**src/rtl/pmg_ram.sv**
```systemverilog
// ============================================================================
// pmg_ram - generic single-write, single-read synchronous RAM
// One write port and one read port; the read data is registered.
// ============================================================================
module pmg_ram #(
    parameter int WIDTH = 8,
    parameter int DEPTH = 64
) (
    input  logic                     clk,
    input  logic                     we,
    input  logic [$clog2(DEPTH)-1:0] waddr,
    input  logic [WIDTH-1:0]         wdata,
    input  logic [$clog2(DEPTH)-1:0] raddr,
    output logic [WIDTH-1:0]         rdata
);

    logic [WIDTH-1:0] mem [DEPTH];

    always_ff @(posedge clk)
    begin
        if (we)
        begin
            mem[waddr] <= wdata;
        end
        rdata <= mem[raddr];
    end

endmodule

```
**config.mk**
```make
export PLATFORM = sky130hd
export DESIGN_NAME = pmg_ram
export DESIGN_NICKNAME = d
export VERILOG_FILES = /design/src/rtl/pmg_ram.sv
export SDC_FILE = /design/constraint.sdc
export NUM_CORES = 1
export LEC_CHECK = 0
export BUFFER_PORTS_ARGS = -buffer_cell sky130_fd_sc_hd__buf_2
export CORE_MARGIN = 2
export CORE_UTILIZATION = 39
export CTS_BUF_LIST = sky130_fd_sc_hd__clkbuf_8
export DETAILED_ROUTE_END_ITERATION = 8
export SLEW_MARGIN = 20
export SYNTH_ARGS = -nofsm -noshare
export SYNTH_HDL_FRONTEND = slang
export SYNTH_SLANG_ARGS = --single-unit
```
**constraint.sdc**
```tcl
create_clock -name clk -period 2.9 [get_ports clk]
set_clock_uncertainty 0.1 [all_clocks]
set_input_delay 0.145 -clock clk [delete_from_list [all_inputs] [get_ports clk]]
set_output_delay 0.145 -clock clk [all_outputs]
set_load 0.1 [all_outputs]
```
=== Yosys cells after proc, flatten, opt, wreduce, memory -nomap -nowiden ===
Memories as Yosys holds them, arrays and structs flattened. A register that Yosys moved wholly into a read port is not among the register bits.
Cells that the tools add are included.

* RAM bits: 512
* Output and inout bits: 8
* Memories kept: 1
* Flip-flop bits (word level): 0
* Word-level logic and storage cells: 3
* Bits of input ports: 22

* Mux-type cells: 2

{| class="wikitable"
|+ Memories
! name !! depth !! width !! rd ports !! clocked after Yosys merged registers in !! write ports !! RTL line !! RTL
|-
| mem || 64 || 8 || 1 || 1 || 1 || 17 || <nowiki>logic [WIDTH-1:0] mem [DEPTH];</nowiki>
|}

{| class="wikitable"
|+ Operator list
! cell !! count
|-
| 1-bit 2-to-1 mux || 2
|}

=== Depth between registers and ports, before layout ===
Gate-level depths: netlist of run 1.

* Depth after elaboration: 2
* Depth in mapped cells: 9
* Mapped depth without buffers: 5

=== Worst setup path before layout of run 1 ===
No wires, ideal clock.

* Path kind: input port to flip-flop
* Start: input port raddr[1]
* End: register rdata[3] (read register of mem)
* Arrival time: 1.685 ns
* Stages on the path: 7
* Required time: 2.672 ns
* Path slack: 0.987 ns
* Path through: buf_4 buf_2 buf_2 mux4_2 mux4_2 o21ai_1 o41ai_1

{| class="wikitable"
|+ RTL lines
! what !! RTL line !! RTL
|-
| start: declaration || 13 || <nowiki>input logic [$clog2(DEPTH)-1:0] raddr,</nowiki>
|-
| end: declaration || 14 || <nowiki>output logic [WIDTH-1:0] rdata</nowiki>
|}

==> reports/qor.txt, run 1 <==
Crit path buf inv count: 1
Critical path arrival: 2.63 ns
Net Count, Synth: 962
IO Port Bufs: 29
Filler Cells Inserted: 4307
Commonest non-fill, non-tap cell in the layout: edfxtp_1
Worst hold path type: in -> reg
CP Cell Sequence: mux4_2 -> mux2_2 -> o221a_2 -> nor3_1 -> buf_4 -> o32ai_1
Mapped cell area: 20200 um2
Setup-violating endpoint count in the final report: 0
Area leader, netlist: edfxtp_1
Fin Setup TNS: 0 ns
Critical-path top delay cell: mux4_2
Die Area: 53500 um2
Max Root-Sink Buffers: 3
Combinational fraction of design power: 6.1%
Synth Area in XOR/XNOR: 0%
#FFs+latches synth: 520
Yosys Warn Count: 0
Vias in the first global route: 10400
Final #Nets: 1133
Inserted Clock Buffers: 81
Power Internal: 11.6 mW
Clock transition at path regs: 0.06 ns
Grt total ovfl: 0
Clk Latency, worst-skew pair: 0.66 ns
Clk sinks: 520
Switching Share: 22.7%
Clock power share: 38.1%
Cell Count, Final, Fillers Out: 1856
Via density: 5.39
CP required: 3.31 ns
Final period utilization: 76.5%
CTS tree: yes
Multi-input gate area: 4320 um2
H-tree depth: 3
Hold-fix buffers, CTS: 11
Total power: 14.9 mW
Initial antenna violation count: 4
Switching pwr: 3.39 mW
Commonest cells after routing, fill and taps aside: edfxtp_1, mux4_2, buf_4, clkbuf_8, nor2_1
GRT Total Usage: 17.9%
Slew Limit Fails: 0
Top post-synthesis cells by area: edfxtp_1, mux4_2, nor2_1
Crit Path Class: reg -> reg
DRC Markers: 0
Status: finished clean
Mapped Cells: 940
Worst setup EP type: flop
Mapped Avg Cell Area: 21.5 um2
Pleak: 7.51 nW
Root Buffer: clkbuf_8
GP Congestion: 0.804
I/O Pins: 30
Max VDD drop: 0.000257 V
Max_cap viols: 0
Mux contribution to synthesized area: 15.9%
CP peak stage delay: 0.46 ns
RSZ-0062 raised after global routing: no
Post-CTS sizing: 0
Simple-gate share of the synthesized area: 3.39%
Netlist cell types: 40
Die X: 231 um
Worst slew pin tran: 0.788 ns
Part of the Yosys area used for sequential elements: 77.0%
Synth Area in Adders: 0%
Drt first-iter violations: 979
Final Hold Vio Count: 0
F_max: 451 MHz
# rows: 83
DR WL/cell: 25.1 um
Die H: 231 um
Layout area overhead: 15.4%
Placeable Area: 51200 um2
First-pass GRT wire length: 69200 um
Post-Route WL: 46600 um
Largest family of logic cells by synthesized area: multiplexers
Relative slew slack: 47.5%
Crit path launch type: flop
Antenna Violating Nets Remaining: 0
Cell Pwr Density: 642 nW/um2
DR vias: 9998
Crit-path leading delay family: multiplexers
Post-route minimum period: 2.22 ns
Post CTS Setup Buffer Count: 0
Initial DRT Pass Iterations: 5
Cells after DPL: 1696
Synth Area in Compound Gates: 2.07%
Share of layout cells above drive strength 1: 31.5%
Post-synth top area share: 76.2%
Register area: 15500 um2
CP max FO: 1
Largest net degree at the start of global routing: 65
Initial core utilization: 39.4%
Reg power frac: 55.9%
Placed wire-length estimate: 29300 um
==> kinds of logic (layout without fill, tap and decap cells) <==
kind of cell    count (synthesis)  in the layout
compound gates                 54             54
mux                           162            162
flops                         520            520
buf+inv                        51            285
other cells                     0              2
simple gates                  153            153
==> sequential cells by signal, indices dropped and copies added, names as in the netlist <==
name   cells
rdata      8
mem      512
==> Yosys cell counts <==
master     instances
o2bb2ai_1          3
buf_6              4
o32ai_1            2
o41ai_1            2
nand3_1           13
a221oi_1           6
a211oi_1           4
mux2i_1           23
a31oi_1            1
o221ai_1           8
o21ai_0            2
nand4_1            2
o21a_1             2
mux4_2           126
a2111oi_0          2
o2111ai_1          3
nand2_1           19
nor2_1            83
nor4_1             2
o311ai_1           1
or3_1              1
edfxtp_1         512
buf_4             13
nor2b_1           14
mux2_2            13
a22oi_1            3
o22ai_1            8
clkbuf_1          17
buf_12             2
a21oi_1            3
nand4b_1           1
nand2b_1           7
o21ai_1            2
buf_2             11
o221a_2            2
nand3b_1           3
dfxtp_1            8
buf_1              4
nor3_1             7
and2_1             1
==> layer usage <==
layer	vias up	GRT usage (%)	wire length, um
met5	-	0	13
met4	2	7.52	1470
met3	85	3.90	2950
met2	339	28.5	22500
met1	5296	24.0	19600
li1	4276	-	-
==> cell type report <==
type                            instances  share of cell area [%]
Sequential cell                       520                    66.8
Multi-Input combinational cell        369                    18.5
Clock buffer                           86                    5.09
Timing Repair Buffer                  139                    4.64
Tap cell                              680                    3.66
Clock inverter                         60                    1.30
Antenna cell                            2                  0.0215
==> power groups by stage <==
stage | logic [mW] | clock network [mW] | registers (mW)
floorplan | 0.443 | 0 | 8.60
global placement | 0.893 | 0 | 8.51
detailed placement | 0.902 | 0 | 8.51
CTS | 0.915 | 5.83 | 8.35
global route | 0.963 | 6.17 | 8.35
finish | 0.905 | 5.69 | 8.35
==> worst paths after layout <==
path / startpoint / to / slack, ns / cells past startpoint
setup / recovery: mem[16][6] / rdata[6] / 0.68 / 6
hold / removal: wdata[3] / mem[33][3] / 0.05 / 1
setup reg to reg: mem[16][6] / rdata[6] / 0.68 / 6
hold reg to reg: mem[30][6] / rdata[6] / 0.74 / 3
==> through the flow <==
step | util, % | setup WS [ns] | area [um2] | hold slack (ns)
after floorplan | - | 0.987 | 20200 | 0.144
after global routing | 45.5 | 0.590 | 23300 | 0.0472
final | 45.5 | 0.682 | 23300 | 0.0527
after global placement | 42.3 | 0.439 | 21700 | 0.309
after detailed placement | 42.3 | 0.395 | 21700 | 0.316
after CTS | 45.4 | 0.658 | 23300 | 0.00521
No activity file was read; power rests on OpenSTA's default activity.
==> inputs of run 2 (changes only) <==
==> constraint.sdc (replaced) <==
create_clock -name clk -period 1.9 [get_ports clk]
set_clock_uncertainty 0.1 [all_clocks]
set_input_delay 0.095 -clock clk [delete_from_list [all_inputs] [get_ports clk]]
set_output_delay 0.095 -clock clk [all_outputs]
set_load 0.1 [all_outputs]
==> reports/qor.txt, run 2 (synthesis gave the netlist of run 1 again) <==
Max FFs per register: 512
DP Worst Slack: -0.499 ns
Hold-fix buffers, CTS: 9
Crit-path leading delay family: multiplexers
Grt total ovfl: 0
Crit Path Class: reg -> reg
Max VDD drop: 0.000447 V
RSZ-0062 raised after global routing: yes
Max Root-Sink Buffers: 3
Share of layout cells above drive strength 1: 35.7%
Placeable Area: 51200 um2
Root Buffer: clkbuf_8
Post-Route WL: 46900 um
CP peak stage delay: 0.51 ns
H-tree depth: 3
Initial core utilization: 39.4%
Total power: 22.4 mW
Die H: 231 um
Largest regs: mem: 512 flops, rdata: 8 flops
Slew Limit Fails: 0
Register with the most flip-flops: mem
Placed wire-length estimate: 29900 um
Commonest non-fill, non-tap cell in the layout: edfxtp_1
Clock power share: 36.2%
Initial DRT Pass Iterations: 5
Power Internal: 17.3 mW
CTS tree: yes
Die X: 231 um
Pleak: 7.81 nW
GP Congestion: 0.816
IO Port Bufs: 29
GRT Total Usage: 18.1%
DRC Markers: 0
Failing checks: negative hold slack, negative setup slack
Die Area: 53500 um2
CP max FO: 1
Reg power frac: 57.0%
Initial antenna violation count: 3
Hold WS: -0.177 ns
Cell Pwr Density: 939 nW/um2
Combinational fraction of design power: 6.8%
Via density: 5.28
Setup-violating endpoint count in the final report: 2
F_max: 513 MHz
Final period utilization: 103%
Worst hold path type: in -> reg
Switching pwr: 5.12 mW
Inserted Clock Buffers: 81
Switching Share: 22.9%
Antenna Violating Nets Remaining: 0
Post-route minimum period: 1.95 ns
Drt first-iter violations: 925
I/O Pins: 30
Vias in the first global route: 10700
Worst setup EP type: flop
Largest net degree at the start of global routing: 65
Critical path arrival: 2.37 ns
Clk sinks: 520
Final #Nets: 1194
Final Core Density: 46.5%
Max_cap viols: 0
Post CTS Setup Buffer Count: 0
Setup ws final: -0.0500 ns
Crit path buf inv count: 0
Worst slew pin tran: 0.730 ns
Commonest cells after routing, fill and taps aside: edfxtp_1, buf_4, mux4_2, clkbuf_8, nor2_1
Critical-path top delay cell: mux4_2
CP required: 2.32 ns
Relative slew slack: 51.3%
Clk Latency, worst-skew pair: 0.64 ns
Layout area overhead: 18.1%
Most used cell along the critical path: mux4_2
Crit path launch type: flop
CP Cell Sequence: mux4_2 -> mux4_2 -> nor2_4 -> nor3_2 -> o2bb2ai_1
Final Hold Vio Count: 8
Status: finished, violations left
First-pass GRT wire length: 70000 um
Clock transition at path regs: 0.06 ns
DR vias: 10100
Fin Setup TNS: -0.0674 ns
DR WL/cell: 24.6 um
# rows: 83
==> run 2: changes by cell type in the layout (fill, tap and decap cells not counted), sizes merged, moves of 3 or more <==
cell | before | now
buf | 126 | 190
clkbuf | 87 | 82
clkinv | 31 | 23
dlygate4sd3 | 12 | 9
==> run 2: power groups by stage <==
stage / Clock (mW) / Combinational (mW) / Sequential, mW
CTS: 8.34 / 1.55 / 12.7
floorplan: 0 / 0.677 / 13.1
global route: 8.79 / 1.62 / 12.7
detailed placement: 0 / 1.50 / 13.0
global placement: 0 / 1.48 / 13.0
finish: 8.10 / 1.53 / 12.7
==> run 2: final timing paths <==
path,from,end,slack (ns),cells after the start
max,mem[14][0],rdata[0],-0.05,5
min,raddr[5],rdata[2],-0.18,3
max reg2reg,mem[14][0],rdata[0],-0.05,5
min reg2reg,mem[18][1],rdata[1],0.73,4
==> run 2: repair_timing <==
action	in CTS	in global routing
pin swaps	3	3
endpoints found under the hold margin	303	8
gates resized for setup	20	2
endpoints found under the setup margin	8	7
==> run 2: layout make-up <==
type	instances	area [um2]
Multi-Input combinational cell	369	4420
Timing Repair Buffer	200	1670
Sequential cell	520	15500
Antenna cell	1	2.50
Fill cell	4233	27400
Clock buffer	81	1110
Clock inverter	54	239
Tap cell	680	851
==> run 2: layer usage <==
layer	vias up	GRT usage [%]	share of wire, %
li1	4395	-	-
met1	5267	24.0	43
met2	307	28.9	48
met3	81	4.24	6.0
met4	4	7.62	3.0
met5	-	0	0.055
==> run 2: worst reg2reg max path: stages, from the launching register on <==
cell	delay, ns
edfxtp_1	0.36
mux4_2	0.47
mux4_2	0.51
nor2_4	0.20
nor3_2	0.06
o2bb2ai_1	0.13
==> run 2: stage by stage <==
| step | instances | instance area [um2] | hold WS, ns |
|---|---|---|---|
| 5_1_grt | 1905 | 23800 | -0.189 |
| 6_report | 1905 | 23800 | -0.177 |
| 3_3_place_gp | 1761 | 22300 | 0.441 |
| 2_1_floorplan | 940 | 20200 | 0.0939 |
| 4_1_cts | 1905 | 23800 | -0.234 |
| 3_5_place_dp | 1761 | 22300 | 0.458 |
==> inputs of run 3 (changes only) <==
--- a/config.mk
+++ b/config.mk
@@ -10,6 +10,7 @@
 export CORE_UTILIZATION = 39
 export CTS_BUF_LIST = sky130_fd_sc_hd__clkbuf_8
 export DETAILED_ROUTE_END_ITERATION = 8
+export RECOVER_POWER = 25
 export SLEW_MARGIN = 20
 export SYNTH_ARGS = -nofsm -noshare
 export SYNTH_HDL_FRONTEND = slang
==> reports/qor.txt, run 3 (synthesis gave the netlist of run 1 again) <==
Status: finished, violations left
Failing checks: negative hold slack, negative setup slack
First-pass GRT wire length: 70000 um
Final period utilization: 102%
Initial core utilization: 39.4%
Drt first-iter violations: 866
Final Core Density: 46.5%
Pleak: 7.80 nW
Max VDD drop: 0.000445 V
Max Root-Sink Buffers: 3
Via density: 5.28
Setup crit end: rdata[0]
GRT Total Usage: 18.1%
Clk sinks: 520
Max_cap viols: 0
CP required: 2.32 ns
Relative slew slack: 3.05%
Post-route minimum period: 1.94 ns
Hold WS: -0.175 ns
Clk Latency, worst-skew pair: 0.64 ns
Clock transition at path regs: 0.06 ns
Max FFs per register: 512
Fin area: 23800 um2
FF-to-FF Start: mem[14][0]
DR vias: 10100
Critical path arrival: 2.37 ns
Root Buffer: clkbuf_8
Crit path launch type: flop
DR WL/cell: 24.6 um
Post-Route WL: 46900 um
Grt total ovfl: 0
Commonest non-fill, non-tap cell in the layout: edfxtp_1
DRC Markers: 0
Worst hold path type: in -> reg
Die Area: 53500 um2
Worst R2R Setup Slack: -0.04 ns
Setup-violating endpoint count in the final report: 3
Placeable Area: 51200 um2
Slew Limit Fails: 0
Worst slew pin tran: 1.45 ns
R2r endpoint: rdata[0]
Die X: 231 um
IO Port Bufs: 29
Layout area overhead: 17.9%
Commonest cells after routing, fill and taps aside: edfxtp_1, buf_4, mux4_2, clkbuf_8, nor2_1
Initial antenna violation count: 3
RSZ-0062 raised after global routing: yes
Register with the most flip-flops: mem
Total power: 22.4 mW
Die H: 231 um
CP max FO: 1
Final Hold Vio Count: 8
Share of layout cells above drive strength 1: 35.6%
GP Congestion: 0.816
Post CTS Setup Buffer Count: 0
Hold-fix buffers, CTS: 9
Vias in the first global route: 10700
Inserted Clock Buffers: 81
H-tree depth: 3
Cell Pwr Density: 940 nW/um2
CTS tree: yes
Post-DP Area: 22300 um2
Largest regs: mem: 512 flops, rdata: 8 flops
Setup ws final: -0.0443 ns
Crit Path Class: reg -> reg
Initial DRT Pass Iterations: 5
Largest net degree at the start of global routing: 65
R2R cell count: 5
Worst setup EP type: flop
# rows: 83
Antenna Violating Nets Remaining: 0
Worst setup path start: mem[14][0]
F_max: 514 MHz
Placed wire-length estimate: 29900 um
Final #Nets: 1194
I/O Pins: 30
## run 3: cell types whose count changed in the layout (fill, tap and decap cells not counted), sizes merged
cell | previous run | this run
clkbuf | 82 | 89
buf | 190 | 183
## run 3: final cells by class
cell class                      count  area (um2)
Antenna cell                        1        2.50
Clock buffer                       81        1110
Clock inverter                     54         239
Fill cell                        4241       27400
Multi-Input combinational cell    369        4420
Sequential cell                   520       15500
Tap cell                          680         851
Timing Repair Buffer              200        1630
## run 3: where the power goes
group	internal [mW]	switching, mW
Clock	3.95	4.14
Combinational	0.586	0.930
Sequential	12.7	0.0465
## run 3: metrics by stage
| stage | setup TNS, ns | worst slack, ns | instances |
|---|---|---|---|
| floorplan | 0 | 0.0373 | 940 |
| global placement | -2.90 | -0.507 | 1761 |
| detailed placement | -2.86 | -0.499 | 1761 |
| CTS | -0.181 | -0.0802 | 1905 |
| global route | -0.256 | -0.0817 | 1905 |
| finish | -0.0540 | -0.0443 | 1905 |
## run 3: how the worst min path moves through the flow
| stage | cells after the start | to | slack, ns | from |
|---|---|---|---|---|
| final | 3 | rdata[0] | -0.17 | raddr[5] |
| after global routing | 3 | rdata[2] | -0.19 | raddr[5] |
| after floorplan | 0 | mem[0][0] | 0.09 | wdata[0] |
| after CTS | 3 | rdata[2] | -0.23 | raddr[5] |
| after global placement | 3 | rdata[0] | 0.44 | raddr[5] |
| after detailed placement | 3 | rdata[2] | 0.46 | raddr[5] |
## run 3: metal layers
metal	vias up	part of all wire (%)	wire length (um)	track usage, %
met3	77	5.8	2720	4.24
met5	-	0.055	26	0
met2	287	49	22800	28.9
met4	4	2.9	1370	7.62
li1	4392	-	-	-
met1	5300	43	20000	24.0
## run 3: timing repair
| action | CTS | global route |
|---|---|---|
| setup endpoints to repair | 8 | 7 |
| gates resized for setup | 20 | 2 |
| pin swaps | 3 | 3 |
| endpoints found under the hold margin | 303 | 8 |
## run 3: worst max-delay path, cell delays in order, from the launching register on
cell and delay [ns]:
edfxtp_1 0.36, mux4_2 0.47, mux4_2 0.51, nor2_4 0.19, nor3_2 0.05, o2bb2ai_1 0.13
