File: src/rtl/pmg_pkg.sv
// ============================================================================
// pmg_pkg - shared types and constants of the prefix glob matcher
// Holds the item mode codes, the special characters and the control bundle
// that the top level hands to the slot bank.
// ============================================================================
package pmg_pkg;

    // Item modes
    localparam logic [1:0] MODE_WRITE_CHAR = 2'd0;
    localparam logic [1:0] MODE_SET_LEN    = 2'd1;
    localparam logic [1:0] MODE_NAME_BYTE  = 2'd2;
    localparam logic [1:0] MODE_NAME_END   = 2'd3;

    // Characters with a special meaning in a pattern
    localparam logic [7:0] CH_STAR  = 8'h2A;
    localparam logic [7:0] CH_DOT   = 8'h2E;
    localparam logic [7:0] CH_SLASH = 8'h2F;

    // One-cycle strobes and operands from the sequencer to the slot bank.
    typedef struct packed {
        logic       set_len;
        logic       step;
        logic       finish;
        logic [3:0] slot;
        logic [6:0] len;
        logic [7:0] byte_val;
    } slot_ctrl_t;

    // '.' and '/' compare as equal to each other.
    function automatic logic chars_equal(input logic [7:0] p, input logic [7:0] c);
        logic eq;
        eq = (p == c)
            || ((p == CH_DOT) && (c == CH_SLASH))
            || ((p == CH_SLASH) && (c == CH_DOT));
        return eq;
    endfunction

endpackage

File: src/rtl/pmg_slot_bank.sv
// ============================================================================
// pmg_slot_bank - per-slot lengths, match flags and comparators
// Compares every slot in parallel against one row of pattern text and
// combines the end-of-name verdicts into a single hit bit.
// ============================================================================
module pmg_slot_bank
    import pmg_pkg::*;
#(
    parameter int SLOTS   = 16,
    parameter int MAX_LEN = 64
) (
    input  logic                          clk,
    input  logic                          rst_n,
    input  slot_ctrl_t                    ctrl,
    input  logic [$clog2(MAX_LEN+2)-1:0]  count,
    input  logic [SLOTS*8-1:0]            row,
    output logic                          any_hit
);

    localparam int LW = $clog2(MAX_LEN + 1);

    logic [LW-1:0]    len_reg [SLOTS];
    logic [SLOTS-1:0] mismatch_reg;
    logic [SLOTS-1:0] star_reg;
    logic [LW-1:0]    sat_len;

    assign sat_len = (32'(ctrl.len) > MAX_LEN) ? LW'(MAX_LEN) : LW'(ctrl.len);

    always_ff @(posedge clk or negedge rst_n)
    begin
        if (!rst_n)
        begin
            for (int s = 0; s < SLOTS; s++)
            begin
                len_reg[s] <= '0;
            end
            mismatch_reg <= '0;
            star_reg     <= '0;
        end
        else
        begin
            for (int s = 0; s < SLOTS; s++)
            begin
                if (ctrl.set_len && (32'(ctrl.slot) == s))
                begin
                    len_reg[s] <= sat_len;
                end
                if (ctrl.finish)
                begin
                    mismatch_reg[s] <= 1'b0;
                    star_reg[s]     <= 1'b0;
                end
                else if (ctrl.step && !star_reg[s] && !mismatch_reg[s]
                         && (32'(count) < 32'(len_reg[s])))
                begin
                    if (row[s*8 +: 8] == CH_STAR)
                    begin
                        star_reg[s] <= 1'b1;
                    end
                    else if (!chars_equal(row[s*8 +: 8], ctrl.byte_val))
                    begin
                        mismatch_reg[s] <= 1'b1;
                    end
                end
            end
        end
    end

    // A pattern that ends in '*' right after the name's last byte still
    // matches; the row then holds the character at the name length.
    always_comb
    begin
        any_hit = 1'b0;
        for (int s = 0; s < SLOTS; s++)
        begin
            if ((len_reg[s] != '0) && !mismatch_reg[s]
                && !(32'(count) + 1 < 32'(len_reg[s])))
            begin
                if (star_reg[s] || (32'(count) == 32'(len_reg[s])))
                begin
                    any_hit = 1'b1;
                end
                else if ((32'(count) + 1 == 32'(len_reg[s])) && (row[s*8 +: 8] == CH_STAR))
                begin
                    any_hit = 1'b1;
                end
            end
        end
    end

    // Flags never change in a cycle that neither steps nor finishes.
    a_flags_hold: assert property (@(posedge clk) disable iff (!rst_n)
        (!ctrl.step && !ctrl.finish) |=> ($stable(mismatch_reg) && $stable(star_reg)))
        else $error("slot flags changed without a name transfer");

    // A finished name leaves every flag clear.
    a_flags_clear: assert property (@(posedge clk) disable iff (!rst_n)
        ctrl.finish |=> ((mismatch_reg == '0) && (star_reg == '0)))
        else $error("slot flags not cleared at end of name");

    // A slot never holds both a mismatch and a star.
    a_flags_excl: assert property (@(posedge clk) disable iff (!rst_n)
        (mismatch_reg & star_reg) == '0)
        else $error("slot both mismatched and starred");

endmodule

File: config.mk
export PLATFORM = sky130hd
export DESIGN_NAME = pmg_slot_bank
export DESIGN_NICKNAME = d
export VERILOG_FILES = /design/src/rtl/pmg_pkg.sv /design/src/rtl/pmg_slot_bank.sv
export SDC_FILE = /design/constraint.sdc
export NUM_CORES = 1
export LEC_CHECK = 0
export BUFFER_PORTS_ARGS = -buffer_cell sky130_fd_sc_hd__buf_2
export CORE_ASPECT_RATIO = 0.9
export CORE_MARGIN = 2
export CORE_UTILIZATION = 50
export DETAILED_ROUTE_END_ITERATION = 10
export PLACE_DENSITY_LB_ADDON = 0.05
export RECOVER_POWER = 100
export SLEW_MARGIN = 20
export SYNTH_ARGS = -nofsm -noshare
export SYNTH_HDL_FRONTEND = slang
export SYNTH_SLANG_ARGS = --single-unit
File: constraint.sdc
create_clock -name clk -period 8.75 [get_ports clk]
set_clock_uncertainty 0.15 [all_clocks]
set_input_delay 0.4375 -clock clk [delete_from_list [all_inputs] [get_ports clk]]
set_output_delay 0.4375 -clock clk [all_outputs]
set_load 0.02 [all_outputs]
## Yosys cells after proc, flatten, opt, wreduce, memory -nomap -nowiden

Index checks and enable logic that the tools add are counted.

| storage, ports and cells | value |
|---|---|
| register bits after elaboration | 144 |
| output and inout bits | 1 |
| logic and storage cells | 709 |

| operators by class | value |
|---|---|
| add/sub/neg operators | 1 |
| magnitude comparators | 33 |
| equality and inequality tests | 145 |
| multiplexer cells | 161 |
| reduce and logical (&&, ||, !) cells | 321 |

Operators with widths:

| operator | count |
|---|---|
| $lt A32 B7 Y1 | 16 |
| $eq A32 B7 Y1 | 15 |
| $eq A8 B6 Y1 const B | 50 |
| $mux W1 | 160 |
| $logic_and A1 B1 Y1 | 144 |
| $eq A8 B8 Y1 | 16 |
| $eq A7 B7 Y1 | 16 |
| $lt A7 B7 Y1 | 16 |
| $reduce_bool A7 Y1 | 16 |
| $ne A2 B2 Y1 const B | 32 |
| $reduce_bool A2 Y1 | 32 |
| $logic_not A1 Y1 | 48 |
| $logic_or A1 B1 Y1 | 48 |
| $reduce_and A3 Y1 | 16 |
| $eq A4 B4 Y1 const B | 8 |
| $reduce_and A2 Y1 | 16 |
| $eq A4 B3 Y1 const B | 4 |
| $add A7 B1 Y8 const B | 1 |
| $eq A4 B2 Y1 const B | 2 |
| $eq A8 B7 Y1 | 1 |
| $gt A7 B7 Y1 const B | 1 |
| $mux W7 | 1 |
| $eq A4 B1 Y1 const B | 1 |
| $logic_not A4 Y1 | 1 |

## Logic depth before layout (Yosys ltp)

Gate-level depths: netlist (run 1).

| depth | value |
|---|---|
| word-level depth | 51 |
| mapped depth | 12 |
| mapped depth without buffers | 12 |

## Worst setup path after synthesis (run 1)

OpenSTA, ideal clock, no wires.

| path | value |
|---|---|
| path kind | input-to-output |
| start point | input count[0] |
| end point | output any_hit |
| arrival | 3083 ps |
| required time | 8163 ps |
| slack | 5080 ps |
| stages | 11 |
| buffers on the path | 0 |
| path through | ha_1 > nand3_1 > nor2_1 > xor2_1 > ha_1 > nand3_1 > a21oi_1 > a2111oi_0 > a2111oi_0 > nor4_1 > nand4_1 |

| between the ends | value |
|---|---|
| longest elaborated chain between the ends | 51 |
| elaborated cells on any way between the ends | 161 |
| classes of those cells | 1 x add/sub; 16 x order compare; 32 x eq/ne; 48 x mux; 64 x reduce/logical |

RTL lines:

| element | line | source |
|---|---|---|
| start, declared | pmg_slot_bank.sv:15 | `input logic [$clog2(MAX_LEN+2)-1:0] count,` |
| parallel branches: the longest is 50 deep, another holds $lt A32 B7 Y1 | - |  |
| $mux W1 (*) | pmg_slot_bank.sv:76 | `if ((len_reg[s] != '0) && !mismatch_reg[s]` |
| end, declared | pmg_slot_bank.sv:17 | `output logic any_hit` |

Mark *: on every way between the ends.

## Worst setup path after layout (run 1)

Same ends and word-level chain as after synthesis.

==> Implementation_results.wiki, run 1 <==
{| class="wikitable"
! Metric !! Value
|-
| Final Wtd Congestion || 0.895
|-
| Syn Nets || ~1,900
|-
| Clk sink count || between 100 and 150
|-
| Hold Vio Cnt, Final || 0
|-
| Type of origin of the critical path || input port
|-
| Fraction of registers with async set/reset || 1.00
|-
| Maximum ir drop on the vdd rail || 0.154 mV
|-
| Sequential share of the synthesized area || 0.270
|-
| Remaining max-slew budget at the tightest pin || -0.887
|-
| Arrival time worst endpoint || 4.79 ns
|-
| Post-synth top flop || sky130_fd_sc_hd__dfrtp_1
|-
| Antenna violations before repair || 2
|-
| Vias in the first global route || 11,965
|-
| H-Tree Depth || 4
|-
| Cell at the root of the clock tree || sky130_fd_sc_hd__clkbuf_16
|-
| Violations in the final reports || max-capacitance violations, max-slew violations
|-
| Via-per-instance ratio || 6.11
|-
| Final #Nets || 2,013
|-
| Final critical path time including I/O delays and setup || 5.38 ns
|-
| Worst-Margin Slew || 2.83 ns
|-
| Crit path required time || 8.16 ns
|-
| Number of distinct library cells after synthesis || 55
|-
| Detailed Route WL || 46,400 um
|-
| Leading cell type in the layout, fill and taps excluded || sky130_fd_sc_hd__ha_1
|-
| Synth Area per Inst || 9.09 um2
|-
| Min-Delay Path Class || input port to flip-flop
|-
| Number of enable flip-flop cells after synthesis || 0
|-
| DRC violation total after the first TritonRoute iteration || 893
|-
| Most frequent cells in the layout || sky130_fd_sc_hd__ha_1, sky130_fd_sc_hd__buf_2, sky130_fd_sc_hd__dfrtp_1, sky130_fd_sc_hd__inv_1, sky130_fd_sc_hd__a21oi_1
|-
| Post-route antenna net violation count || 0
|-
| CTS buffer count || 17
|-
| Setup tns final || 0 ns
|-
| Die area || 0.0280 mm2
|-
| Leakage Power || 6.81 nW
|-
| Num rows || 56
|-
| Final Cycle Share || 0.615
|-
| WL/cell || 23.3 um
|-
| Critical path capture point type || output pin
|-
| Insertion delay to the later sink of the worst-skew pair || 0.43 ns
|-
| Number of buffers on the longest clock path || 2
|-
| Number of standard cells after synthesis || 1,466
|-
| Power density over cell area || 174 mW/mm2
|-
| Number of warnings issued by yosys || 0
|-
| Endpoints failing setup || 0
|-
| Core ar. || 0.0261 mm2
|-
| Largest net degree at the start of global routing || 96
|-
| Post-cts gate resize count || 0
|-
| Area overhead of the layout relative to synthesis || 13.7%
|-
| Flip-flop count of the largest register after layout || 112
|-
| Final Cell Area || ~0.015 mm2
|-
| Count of filler cells inserted in the layout || 2,404
|-
| Die boundary width || ~180 um
|-
| DRC violations left || 0
|-
| Max-cap violations || 6
|-
| Clock tree from TritonCTS || yes
|-
| Clock transition time at the flip-flop clock pins of the worst setup and hold paths || about 0.06 ns
|-
| Result of the run || finished, violations left
|-
| Proportion of layout cells with a drive suffix above 1 || 0.146
|-
| Crit Path Category || input port to output pin
|-
| #FFs+latches synth || 144
|-
| Placed cell area || 0.0146 mm2
|-
| First-pass GRT wire length || 71,300 um
|-
| # port buffers || around 160
|-
| Final Slew Violations || 144
|-
| Fmax achieved || 186 MHz
|-
| Total I/O pin count || 160
|-
| Total iterations of the first detailed-routing run || 5
|-
| Placed wire-length estimate || 32,200 um
|-
| Tot GR Track Use || 0.337
|-
| Max Fanout on Critical Path || 20
|-
| Post-CTS setup-driven buffer insertion count || 0
|-
| Die boundary height || 159 um
|-
| Total vias in the final route || 12,167
|-
| Unrepaired setup endpoints after global routing || no
|-
| Global-route congestion overflow total || 0
|-
| Cell Area, Synth || 0.0133 mm2
|-
| Starting utilization of the core area || 0.510
|}
[through the flow]
stage               cells  power, mW  setup slack, ns  hold WS, ns  utilization
floorplan            1466       1.55             5.08     -0.00809            -
global placement     1956       1.86             4.27        0.336        0.559
detailed placement   1956       1.89             4.17        0.339        0.559
CTS                  1989       2.63             4.17        0.258        0.581
global route         1990       2.82             3.14        0.304        0.580
finish               1990       2.63             3.37        0.286        0.580
[layer usage]
layer | vias up | global-route usage | wire (um)
met5 | - | 0 | 0
met4 | 0 | 0.130 | 1730
met3 | 109 | 0.0589 | 2850
met2 | 403 | 0.529 | 21000
met1 | 5937 | 0.461 | 20800
li1 | 5718 | - | -
[cell usage after synthesis (25+ instances only)]
cell type | number | area [um2]
sky130_fd_sc_hd__ha_1 | 226 | 2830
sky130_fd_sc_hd__nand2b_1 | 25 | 156
sky130_fd_sc_hd__nor3_1 | 34 | 170
sky130_fd_sc_hd__nor2_1 | 58 | 218
sky130_fd_sc_hd__nand2_1 | 58 | 218
sky130_fd_sc_hd__nor4_1 | 39 | 244
sky130_fd_sc_hd__inv_1 | 114 | 428
sky130_fd_sc_hd__xor2_1 | 66 | 578
sky130_fd_sc_hd__o21ai_0 | 81 | 405
sky130_fd_sc_hd__o21a_1 | 38 | 285
sky130_fd_sc_hd__nand3_1 | 34 | 170
sky130_fd_sc_hd__nor2b_1 | 37 | 231
sky130_fd_sc_hd__mux2i_1 | 50 | 500
sky130_fd_sc_hd__nand4_1 | 32 | 200
sky130_fd_sc_hd__xnor2_1 | 67 | 587
sky130_fd_sc_hd__a21oi_1 | 102 | 510
sky130_fd_sc_hd__dfrtp_1 | 144 | 3600
[report_power, final]
| group | internal, mW | switching, mW | total [mW] |
|---|---|---|---|
| Clock | 0.425 | 0.306 | 0.731 |
| Sequential | 0.787 | 0.0827 | 0.870 |
| Combinational | 0.434 | 0.596 | 1.03 |
| Total | 1.65 | 0.985 | 2.63 |
[worst paths after layout]
check                                                     to  slack (ns)  depth (start not counted)               startpoint
worst min register to register       len_reg[53]$_DFFE_PN0P_        0.35                          2  len_reg[53]$_DFFE_PN0P_
worst max-delay path                                 any_hit        3.37                         11                 count[0]
min in group asynchronous            len_reg[93]$_DFFE_PN0P_        0.52                          2                    rst_n
worst max register to register       star_reg[6]$_DFFE_PN0P_        6.55                          9  len_reg[64]$_DFFE_PN0P_
worst min-delay path            mismatch_reg[10]$_DFFE_PN0P_        0.29                          4                  row[83]
max in group asynchronous            star_reg[3]$_DFFE_PN0P_        4.74                          3                    rst_n
[worst max-delay path, stage by stage]
cell and delay, ns:
sky130_fd_sc_hd__clkbuf_1 1.05, sky130_fd_sc_hd__inv_1 0.49, sky130_fd_sc_hd__clkbuf_1 0.60, sky130_fd_sc_hd__ha_1 0.50, sky130_fd_sc_hd__nand4b_1 0.18, sky130_fd_sc_hd__nor3_1 0.15
sky130_fd_sc_hd__a21oi_1 0.10, sky130_fd_sc_hd__a2111oi_0 0.68, sky130_fd_sc_hd__nor4_1 0.15, sky130_fd_sc_hd__nand4_1 0.18, sky130_fd_sc_hd__clkbuf_1 0.25
[cell families after synthesis]
kind of cell	count (synthesis)	synth area share
and+or+nand+nor	415	0.177
xor gates and xnor gates	133	0.0874
muxes	66	0.0511
AOI/OAI and AO/OA	328	0.156
buffers and inverters	154	0.0454
adders and majority gates	226	0.212
DFF	144	0.270
[layout make-up]
class,count,area [um2],share of cell area
tap,348,435,0.0287
sequential,144,3600,0.238
clock inverter,14,143,0.00942
multi-input combinational,1168,9150,0.604
inverter,114,428,0.0282
clock buffer,18,439,0.0290
timing repair buffer,183,947,0.0625
antenna,1,2.50,0.000165
[what timing repair did]
| action | in CTS | in global routing |
|---|---|---|
| hold buffers | 1 | 0 |
| endpoints found under the hold margin | 35 | 0 |
| endpoints found under the setup margin | 0 | 0 |
No activity file was read; power rests on OpenSTA's default activity.
==> inputs of run 2 (changes only) <==
--- a/config.mk
+++ b/config.mk
@@ -5,6 +5,7 @@
 export SDC_FILE = /design/constraint.sdc
 export NUM_CORES = 1
 export LEC_CHECK = 0
+export ABC_AREA = 1
 export BUFFER_PORTS_ARGS = -buffer_cell sky130_fd_sc_hd__buf_2
 export CORE_ASPECT_RATIO = 0.9
 export CORE_MARGIN = 2
==> constraint.sdc (replaced) <==
create_clock -name clk -period 4.4 [get_ports clk]
set_clock_uncertainty 0.15 [all_clocks]
set_input_delay 0.22 -clock clk [delete_from_list [all_inputs] [get_ports clk]]
set_output_delay 0.22 -clock clk [all_outputs]
set_load 0.02 [all_outputs]
==> run 2 against run 1 <==
Sequential power rose by 92%. Clock power rose by 97%. Via count rose by 19%. Critical endpoint unchanged. Global-route usage fell by 2.2 points. The run still ends with max-capacitance violations, max-slew violations left. Area after synthesis rose by 10%. First-iteration DRC count rose by 5.5%.
==> Implementation_results.wiki, run 2 <==
{| class="wikitable"
! Metric !! Value
|-
| Count of filler cells inserted in the layout || 2,870 (+19%)
|-
| Post-route antenna net violation count || 0 (unchanged)
|-
| Clock transition time at the flip-flop clock pins of the worst setup and hold paths || 0.07 ns (about the same)
|-
| Unrepaired setup endpoints after global routing || no
|-
| Final Cycle Share || 0.872
|-
| Cell at the root of the clock tree || sky130_fd_sc_hd__clkbuf_16
|-
| Worst reg2reg path startpoint || len_reg[86]$_DFFE_PN0P_
|-
| Critical Path, Cell by Cell || clkbuf_1, buf_4, nand3_1, xnor2_2, buf_4, ha_1, nand2_1, inv_1, nand2_1, nor2_1, nand3_2, nand2_1, nand3_1, nand2_1, clkinv_1, nand2_1, nor2_1, nand2_1, buf_2
|-
| Timing startpoint of the critical path || count[0]
|-
| Die boundary width || 185 um (+4.8%)
|-
| Area overhead of the layout relative to synthesis || 11.5%
|-
| Hold Vio Cnt, Final || 0 (unchanged)
|-
| Power density over cell area || 324 mW/mm2 (+86%)
|-
| Global-route congestion overflow total || 0 (unchanged)
|-
| Total I/O pin count || 160 (unchanged)
|-
| H-Tree Depth || 4 (unchanged)
|-
| Share of the synthesized area in the top cell type || 0.246 (-0.0247)
|-
| Total iterations of the first detailed-routing run || 6 (+1)
|-
| Area of combinational cells with multiple inputs || 0.00934 mm2 (+2.1%)
|-
| Insertion delay to the later sink of the worst-skew pair || 0.44 ns (about the same)
|-
| Max Fanout on Critical Path || 12 (-40%)
|-
| Maximum ir drop on the vdd rail || 0.302 mV (+96%)
|-
| Number of diodes || 0 (-1)
|-
| Number of standard cells after synthesis || 2,096 (+43%)
|-
| Syn Nets || 2,481 (+34%)
|-
| Cell with the biggest individual delay on the critical path || sky130_fd_sc_hd__xnor2_2
|-
| Antenna violations before repair || 0 (-2)
|-
| Largest net degree at the start of global routing || 86 (-10%)
|-
| Proportion of layout cells with a drive suffix above 1 || 0.102 (-0.0443)
|-
| Fraction of registers with async set/reset || 1.00 (unchanged)
|-
| Via-per-instance ratio || 5.41 (-12%)
|-
| Placed cell area || 0.0159 mm2 (+8.8%)
|-
| Remaining max-slew budget at the tightest pin || -0.543 (+0.344)
|-
| Clk sink count || 144 (unchanged)
|-
| Cell Area, Synth || 0.0147 mm2 (+10%)
|-
| Post-CTS setup-driven buffer insertion count || 0 (unchanged)
|-
| Most numerous cell types in the synthesized netlist || sky130_fd_sc_hd__nand2_1, sky130_fd_sc_hd__inv_1, sky130_fd_sc_hd__nor2_1, sky130_fd_sc_hd__ha_1, sky130_fd_sc_hd__dfrtp_1
|-
| Min-Delay Path Class || input port to flip-flop
|-
| Vias in the first global route || 14,099 (+18%)
|-
| Sequential standard cell area || 0.00360 mm2 (unchanged)
|-
| Number of distinct library cells after synthesis || 41 (-25%)
|-
| First-pass GRT wire length || 74,500 um (+4.5%)
|-
| Leakage Power || 8.50 nW (+25%)
|-
| Final critical path time including I/O delays and setup || roughly 3.8 ns
|-
| Number of enable flip-flop cells after synthesis || 0 (unchanged)
|-
| Die area || 0.0307 mm2 (+9.8%)
|-
| R2R cell count || 7 (-2)
|-
| Post-synth top flop || sky130_fd_sc_hd__dfrtp_1
|-
| Flop-to-flop setup slack || 2.09 ns (-4.46 ns)
|-
| CTS buffer count || 17 (unchanged)
|-
| Number of warnings issued by yosys || 0 (unchanged)
|-
| Worst setup path end || any_hit
|-
| Crit Path Category || input port to output pin
|-
| Starting utilization of the core area || 0.508 (-0.00175)
|-
| Endpoint of the most critical register-to-register path || mismatch_reg[3]$_DFFE_PN0P_
|-
| Most common cell type on the critical path || sky130_fd_sc_hd__nand2_1
|-
| Placed wire-length estimate || 36,100 um (+12%)
|-
| Detailed Route WL || 47,700 um (+2.9%)
|-
| WL/cell || 17.9 um (-23%)
|-
| DRC violation total after the first TritonRoute iteration || 942 (+5.5%)
|-
| Violations in the final reports || max-capacitance violations, max-slew violations
|-
| Crit path required time || 4.03 ns (-4.13 ns)
|-
| Final #Nets || 2,647 (+31%)
|-
| Most area-consuming cells after synthesis || sky130_fd_sc_hd__dfrtp_1, sky130_fd_sc_hd__ha_1, sky130_fd_sc_hd__nand2_1
|-
| Num rows || 59 (+5.4%)
|-
| #FFs+latches synth || 144 (unchanged)
|-
| Clock tree from TritonCTS || yes
|-
| Most frequently used cell type in the post-synthesis netlist || sky130_fd_sc_hd__nand2_1
|-
| Number of buffers on the longest clock path || 2 (unchanged)
|-
| Final Wtd Congestion || 0.920 (+2.8%)
|-
| Total vias in the final route || 14,449 (+19%)
|-
| Most frequent cells in the layout || sky130_fd_sc_hd__nand2_1, sky130_fd_sc_hd__inv_1, sky130_fd_sc_hd__nor2_1, sky130_fd_sc_hd__ha_1, sky130_fd_sc_hd__buf_2
|-
| Endpoints failing setup || 0 (unchanged)
|-
| Arrival time worst endpoint || 3.47 ns (-1.32 ns)
|-
| DRC violations left || 0 (unchanged)
|-
| Synth Area per Inst || 7.00 um2 (-23%)
|-
| Type of origin of the critical path || input port
|-
| Die boundary height || 167 um (+4.8%)
|-
| Final Slew Violations || 86 (-40%)
|-
| Tot GR Track Use || 0.315 (-0.0217)
|-
| Leading cell type in the layout, fill and taps excluded || sky130_fd_sc_hd__nand2_1
|-
| Flip-flop count of the largest register after layout || 112 (unchanged)
|-
| Result of the run || finished, violations left
|-
| Fmax achieved || between 200 and 300 MHz
|-
| # port buffers || 159 (unchanged)
|-
| Sequential share of the synthesized area || 0.246 (-0.0247)
|-
| Max stage delay on crit path || 0.70 ns (-0.35 ns)
|-
| Setup tns final || 0 ns (unchanged)
|-
| Final Cell Area || 0.0164 mm2 (+7.9%)
|-
| Max-cap violations || 1 (-5)
|-
| Leading area contributor after synthesis || sky130_fd_sc_hd__dfrtp_1
|-
| Core ar. || 0.0289 mm2 (+10%)
|-
| Critical path capture point type || output pin
|-
| Worst-Margin Slew || 2.31 ns (-0.516 ns)
|}
[run 2: power by group]
group	switching (mW)	total, mW	internal, mW
clock	0.634	1.44	0.808
combinational	1.36	2.18	0.822
sequential	0.123	1.67	1.54
[run 2: worst min-delay path by stage]
stage / cells after the start / slack, ns / end / startpoint
floorplan: 0 / -0.23 / len_reg[0]$_DFFE_PN0P_ / rst_n
global placement: 1 / 0.21 / mismatch_reg[2]$_DFFE_PN0P_ / rst_n
detailed placement: 1 / 0.21 / mismatch_reg[2]$_DFFE_PN0P_ / rst_n
CTS: 6 / 0.06 / star_reg[8]$_DFFE_PN0P_ / row[66]
global route: 6 / 0.12 / star_reg[8]$_DFFE_PN0P_ / row[66]
finish: 6 / 0.07 / star_reg[8]$_DFFE_PN0P_ / row[66]
[run 2: logic make-up (layout without fill, tap and decap cells)]
group / Yosys count / count (layout) / share of synthesized area
buffers and inverters: 405 / 584 / 0.112
AOI/OAI and AO/OA: 301 / 301 / 0.115
DFF: 144 / 144 / 0.246
and+or+nand+nor: 917 / 917 / 0.273
adders and majority gates: 226 / 226 / 0.193
xor gates and xnor gates: 103 / 103 / 0.0615
[run 2: repair_timing]
item	in CTS	in global routing
endpoints found under the hold margin	84	0
resized for setup	0	0
hold buffers	3	0
[run 2: layer usage]
| metal | global-route usage | wire [um] | part of all wire | vias to the layer above |
|---|---|---|---|---|
| li1 | - | - | - | 7156 |
| met1 | 0.421 | 21400 | 0.45 | 6815 |
| met2 | 0.524 | 22400 | 0.47 | 400 |
| met3 | 0.0374 | 2520 | 0.053 | 78 |
| met4 | 0.113 | 1380 | 0.029 | 0 |
| met5 | 0 | 0 | 0 | - |
[run 2: stage by stage]
| step | util | total power, mW | setup WS [ns] | cells | hold WS (ns) |
|---|---|---|---|---|---|
| 2_1_floorplan | - | 3.18 | 1.49 | 2096 | -0.226 |
| 3_3_place_gp | 0.550 | 3.78 | 0.973 | 2636 | 0.210 |
| 3_5_place_dp | 0.550 | 3.85 | 0.919 | 2636 | 0.213 |
| 4_1_cts | 0.571 | 5.31 | 0.916 | 2671 | 0.0592 |
| 5_1_grt | 0.566 | 5.69 | 0.407 | 2671 | 0.118 |
| 6_report | 0.566 | 5.29 | 0.565 | 2671 | 0.0676 |
[run 2: worst max-delay path, delay by kind of cell]
family	cells	cell delay (ns)
xor gates and xnor gates	1	0.70
adders and majority gates	1	0.15
buffers and inverters	6	1.42
and+or+nand+nor	11	0.97
[run 2: cell type report]
type | count | share of cell area
multi-input cells | 1547 | 0.571
flip-flops and latches | 144 | 0.220
inverters | 373 | 0.0856
repair buffers | 179 | 0.0578
well taps | 396 | 0.0303
clock buffers | 20 | 0.0279
clock inverters | 12 | 0.00673
